[src/rtl/hcbp_pkg.sv]
// hcbp_pkg: shared types, widths and defaults of the huffman code bit packer
// no dependencies; imported by every module of the block
`default_nettype none

package hcbp_pkg;

  // fixed field widths
  localparam int SYM_W   = 8;
  localparam int CODE_W  = 32;
  localparam int LEN_W   = 6;
  localparam int BYTE_W  = 8;
  localparam int PEND_W  = 7;
  localparam int PCNT_W  = 3;
  // working register: up to seven pending bits plus a full code word
  localparam int WORK_W  = CODE_W + BYTE_W;
  localparam int CNT_W   = 6;
  localparam int ENTRY_W = CODE_W + LEN_W;

  // parameter defaults
  localparam int SYMBOL_COUNT_DEF = 256;
  localparam int MAX_CODE_LEN_DEF = 32;

  // action codes
  localparam logic ACT_LOAD   = 1'b0;
  localparam logic ACT_ENCODE = 1'b1;

  typedef enum logic [1:0] {
    ST_IDLE,
    ST_COMBINE,
    ST_EMIT
  } state_t;

  // controller to datapath
  typedef struct packed {
    logic capture;     // request accepted: latch flags, read or write the table
    logic combine;     // merge pending bits with the looked-up code
    logic emit_full;   // send the top byte of the working register
    logic flush;       // send the zero-padded partial byte
    logic store_pend;  // keep leftover bits for the next request
    logic run_end;
    logic stream_end;
  } cmd_t;

  // datapath to controller
  typedef struct packed {
    logic cnt_ge8;
    logic cnt_eq8;
    logic cnt_lt16;
    logic cnt_zero;
    logic fin;
    logic out_free;
  } sts_t;

endpackage

`default_nettype wire

[src/rtl/hcbp_ctrl.sv]
// hcbp_ctrl: sequencing state machine of the huffman code bit packer
// depends on hcbp_pkg; drives the datapath through cmd_t and reads sts_t
`default_nettype none

module hcbp_ctrl (
  input  wire logic           clk,
  input  wire logic           rst_n,
  input  wire logic           in_valid,
  input  wire logic           in_action,
  output logic                in_ready,
  input  hcbp_pkg::sts_t      sts,
  output hcbp_pkg::cmd_t      cmd
);
  import hcbp_pkg::*;

  state_t state_r, state_nxt;

  // state register
  always_ff @(posedge clk) begin
    if (!rst_n) begin
      state_r <= ST_IDLE;
    end else begin
      state_r <= state_nxt;
    end
  end

  // next state and commands
  always_comb begin
    state_nxt = state_r;
    cmd       = '0;
    in_ready  = 1'b0;
    unique case (state_r)
      ST_IDLE: begin
        in_ready = 1'b1;
        if (in_valid) begin
          cmd.capture = 1'b1;
          if (in_action == ACT_ENCODE) begin
            state_nxt = ST_COMBINE;
          end
        end
      end
      ST_COMBINE: begin
        cmd.combine = 1'b1;
        state_nxt   = ST_EMIT;
      end
      ST_EMIT: begin
        priority if (sts.cnt_ge8) begin
          // full byte; it is the last one when nothing more follows
          if (sts.out_free) begin
            cmd.emit_full  = 1'b1;
            cmd.run_end    = sts.cnt_lt16 && (sts.cnt_eq8 || !sts.fin);
            cmd.stream_end = sts.cnt_eq8 && sts.fin;
          end
        end else if (sts.fin && !sts.cnt_zero) begin
          // padded tail of the stream
          if (sts.out_free) begin
            cmd.flush      = 1'b1;
            cmd.run_end    = 1'b1;
            cmd.stream_end = 1'b1;
            state_nxt      = ST_IDLE;
          end
        end else begin
          cmd.store_pend = 1'b1;
          state_nxt      = ST_IDLE;
        end
      end
      default: begin
        state_nxt = ST_IDLE;
      end
    endcase
  end

endmodule

`default_nettype wire

[config.mk]
export PLATFORM = sky130hd
export DESIGN_NAME = hcbp_ctrl
export DESIGN_NICKNAME = d
export VERILOG_FILES = /design/src/rtl/hcbp_pkg.sv /design/src/rtl/hcbp_ctrl.sv
export SDC_FILE = /design/constraint.sdc
export NUM_CORES = 1
export LEC_CHECK = 0
export BUFFER_PORTS_ARGS = -buffer_cell sky130_fd_sc_hd__buf_2
export CAP_MARGIN = 20
export CORE_AREA = 2 2 39 41
export CTS_CLUSTER_DIAMETER = 200
export CTS_CLUSTER_SIZE = 20
export DETAILED_ROUTE_END_ITERATION = 10
export DIE_AREA = 0 0 41 43
export GPL_ROUTABILITY_DRIVEN = 1
export GPL_TIMING_DRIVEN = 0
export PLACE_DENSITY = 0.44
export SLEW_MARGIN = 5
export SYNTH_ARGS = -nofsm -noshare
export SYNTH_HDL_FRONTEND = slang
export SYNTH_SLANG_ARGS = --single-unit
export TNS_END_PERCENT = 10
[constraint.sdc]
create_clock -name clk -period 2.2 [get_ports clk]
set_input_delay 0.33 -clock clk [delete_from_list [all_inputs] [get_ports clk]]
set_output_delay 0.33 -clock clk [all_outputs]
set_load 0.005 [all_outputs]
==> reports/summary.txt <==
share of layout cells above drive strength 1 = 0.585
boundary pin count = 18
CTS max path bufs = 2
Post-synth ARST share = 0
Yosys top cell by area = dfxtp_1
CP max FO = 4
YS warnings = 0
RSZ-0062 raised after global routing = no
postcts setup bufs = 0
pre-CTS setup slack = 892 ps
clk sinks = 2
type of the setup path with the least slack = reg -> out
CTS resizes = 0
fin cells = 57
final worst setup slack = 693 ps
fin crit period = 1510 ps
CTS tree = yes
total of max-cap violations = 0
initial antenna violation count = 0
Layout Nets = 53
worst skew pair latency = 220 ps
Port Buffers = 17
run status = finished clean
CTS clock-pin slew for the worst setup and hold paths = 30 ps
Hold Buf Count CTS = 0
worst-margin pin slew = 166 ps
Net Count, Synth = 31
row count = 14
Worst Hold Class = in -> reg
Clk pwr share = 0.553
global-route wire length before repair = 772 µm
hold depth = 2
top cell type's share of synthesized area = 0.235
Hold Vio Cnt, Final = 0
crit start category = flip-flop
DRC = 0
router iterations before antenna repair = 2
Peak Freq = 0.664 GHz
combinational share of power = 0.178
Cells after DPL = 54
maximum vdd drop = 0.000147 V
H-tree levels = 1
largest net degree at the start of global routing = 5
cts bufs inserted = 3
worst slew margin relative to its limit = 0.890
Synth Cell Area = 170 µm²
initial core utilization = 0.123
ANT nets after route = 0
DR vias = 218
Post-Synthesis Cells = 21
crit share post-route = 0.685
wirelength, routed = 477 µm
DRT iter0 DRCs = 2
Biggest register = state_r
sequential share of power = 0.269
hold endpoint = state_r[0]$_SDFFE_PN0P_
Ant. Diodes = 0
CP required = 1870 ps
Reg2Reg Depth = 3
Worst R2R Start = state_r[0]$_SDFFE_PN0P_
P_sw = 33.5 µW
via count of the first global-routing pass = 212
capturing element type of the critical path = output port
Final GP Congestion = 0.632
Die Y-Extent = 43 µm
total gr overflow = 0
total track usage = 0.0701
count of pins over their slew limit = 0
ys flop type = dfxtp_1
Layout area overhead = 75.0%
setup TNS = 0 ps
LEAKAGE = 0.000175 µW
Top Registers = state_r x2
r2r setup slk = 1280 ps
drt via density = 3.82
die width = 41 µm
Post-synth EDFFs = 0
most frequent cells in the layout = buf_2 (17), inv_1 (3), clkbuf_4 (3)
#FFs+latches synth = 2
Clock Skew = 3.03 ps
post-DP HPWL = 399 µm
most common cell after layout, fill and taps aside = buf_2
Sw Ratio = 0.228
average wire per standard cell = 8.37 µm
reg2reg end = state_r[1]$_SDFFE_PN0P_
die area = 1760 µm²
Hold Startpoint = in_action
core area = 1380 µm²
sequential fraction of the synthesis area = 0.235
Root Buffer = clkbuf_4
PD cells = 494 nW/µm²
Area contributors post-synth = dfxtp_1 (24%), nor2b_4 (16%), inv_1 (6.6%)
Synth cell types = 16
Setup violations, final = 0
Fin Hold WS = 337 ps
max reg flops = 2
Worst EP arrival = 1180 ps
internal power = 113 µW
Mapped Avg Cell Area = 8.10 µm²
[worst max path at each step]
stage,from,end,slack [ps]
after floorplan,state_r[1]$_SDFFE_PN0P_,cmd[0],1080
after global placement,sts[1],cmd[0],880
after detailed placement,sts[1],cmd[0],890
after CTS,state_r[1]$_SDFFE_PN0P_,cmd[0],670
after global routing,state_r[1]$_SDFFE_PN0P_,cmd[1],600
final,state_r[1]$_SDFFE_PN0P_,cmd[1],690
[cell families (layout without fill, tap and decap cells)]
family	Yosys count	in the layout	share of synthesized area
simple gates	12	12	0.552
compound gates	4	4	0.147
buf+inv	3	23	0.0662
flops	2	2	0.235
[worst max-delay path, stage by stage (launching register included)]
cell,delay [ps]
dfxtp_1,370
nor2b_4,200
nand4b_1,150
o21ai_1,110
buf_2,120
[cell type report]
cell class	count	area [µm²]
timing repair buffer	17	85.1
multi-input combinational	16	119
tap	16	20.0
fill	163	1090
inverter	3	11.3
sequential	2	40.0
clock buffer	3	22.5
[synth_stat cells (2+ instances only)]
| master | instances |
|---|---|
| nor2b_4 | 2 |
| dfxtp_1 | 2 |
| inv_1 | 3 |
| o21ai_1 | 2 |
[power by group through the flow]
stage / Sequential [µW] / Clock, µW / Combinational, µW
2_1_floorplan: 39.8 / 0 / 11.7
3_3_place_gp: 40.0 / 0 / 26.6
3_5_place_dp: 40.0 / 0 / 26.6
4_1_cts: 39.5 / 85.0 / 26.8
5_1_grt: 39.7 / 90.1 / 29.7
6_report: 39.5 / 81.3 / 26.1
[layer usage]
layer,track usage,up-vias,share of wire
li1,-,112,-
met1,0.0732,97,0.40
met2,0.0906,9,0.50
met3,0.0157,0,0.10
met4,0.100,0,0
met5,0,-,0
[stage by stage]
step / power, µW / instance area [µm²] / util
after floorplan: 51.5 / 170 / -
after global placement: 66.7 / 275 / 0.199
after detailed placement: 66.6 / 275 / 0.199
after CTS: 151 / 298 / 0.215
after global routing: 160 / 298 / 0.215
final: 147 / 298 / 0.215
Note: power is estimated with default switching activity, not from simulation.
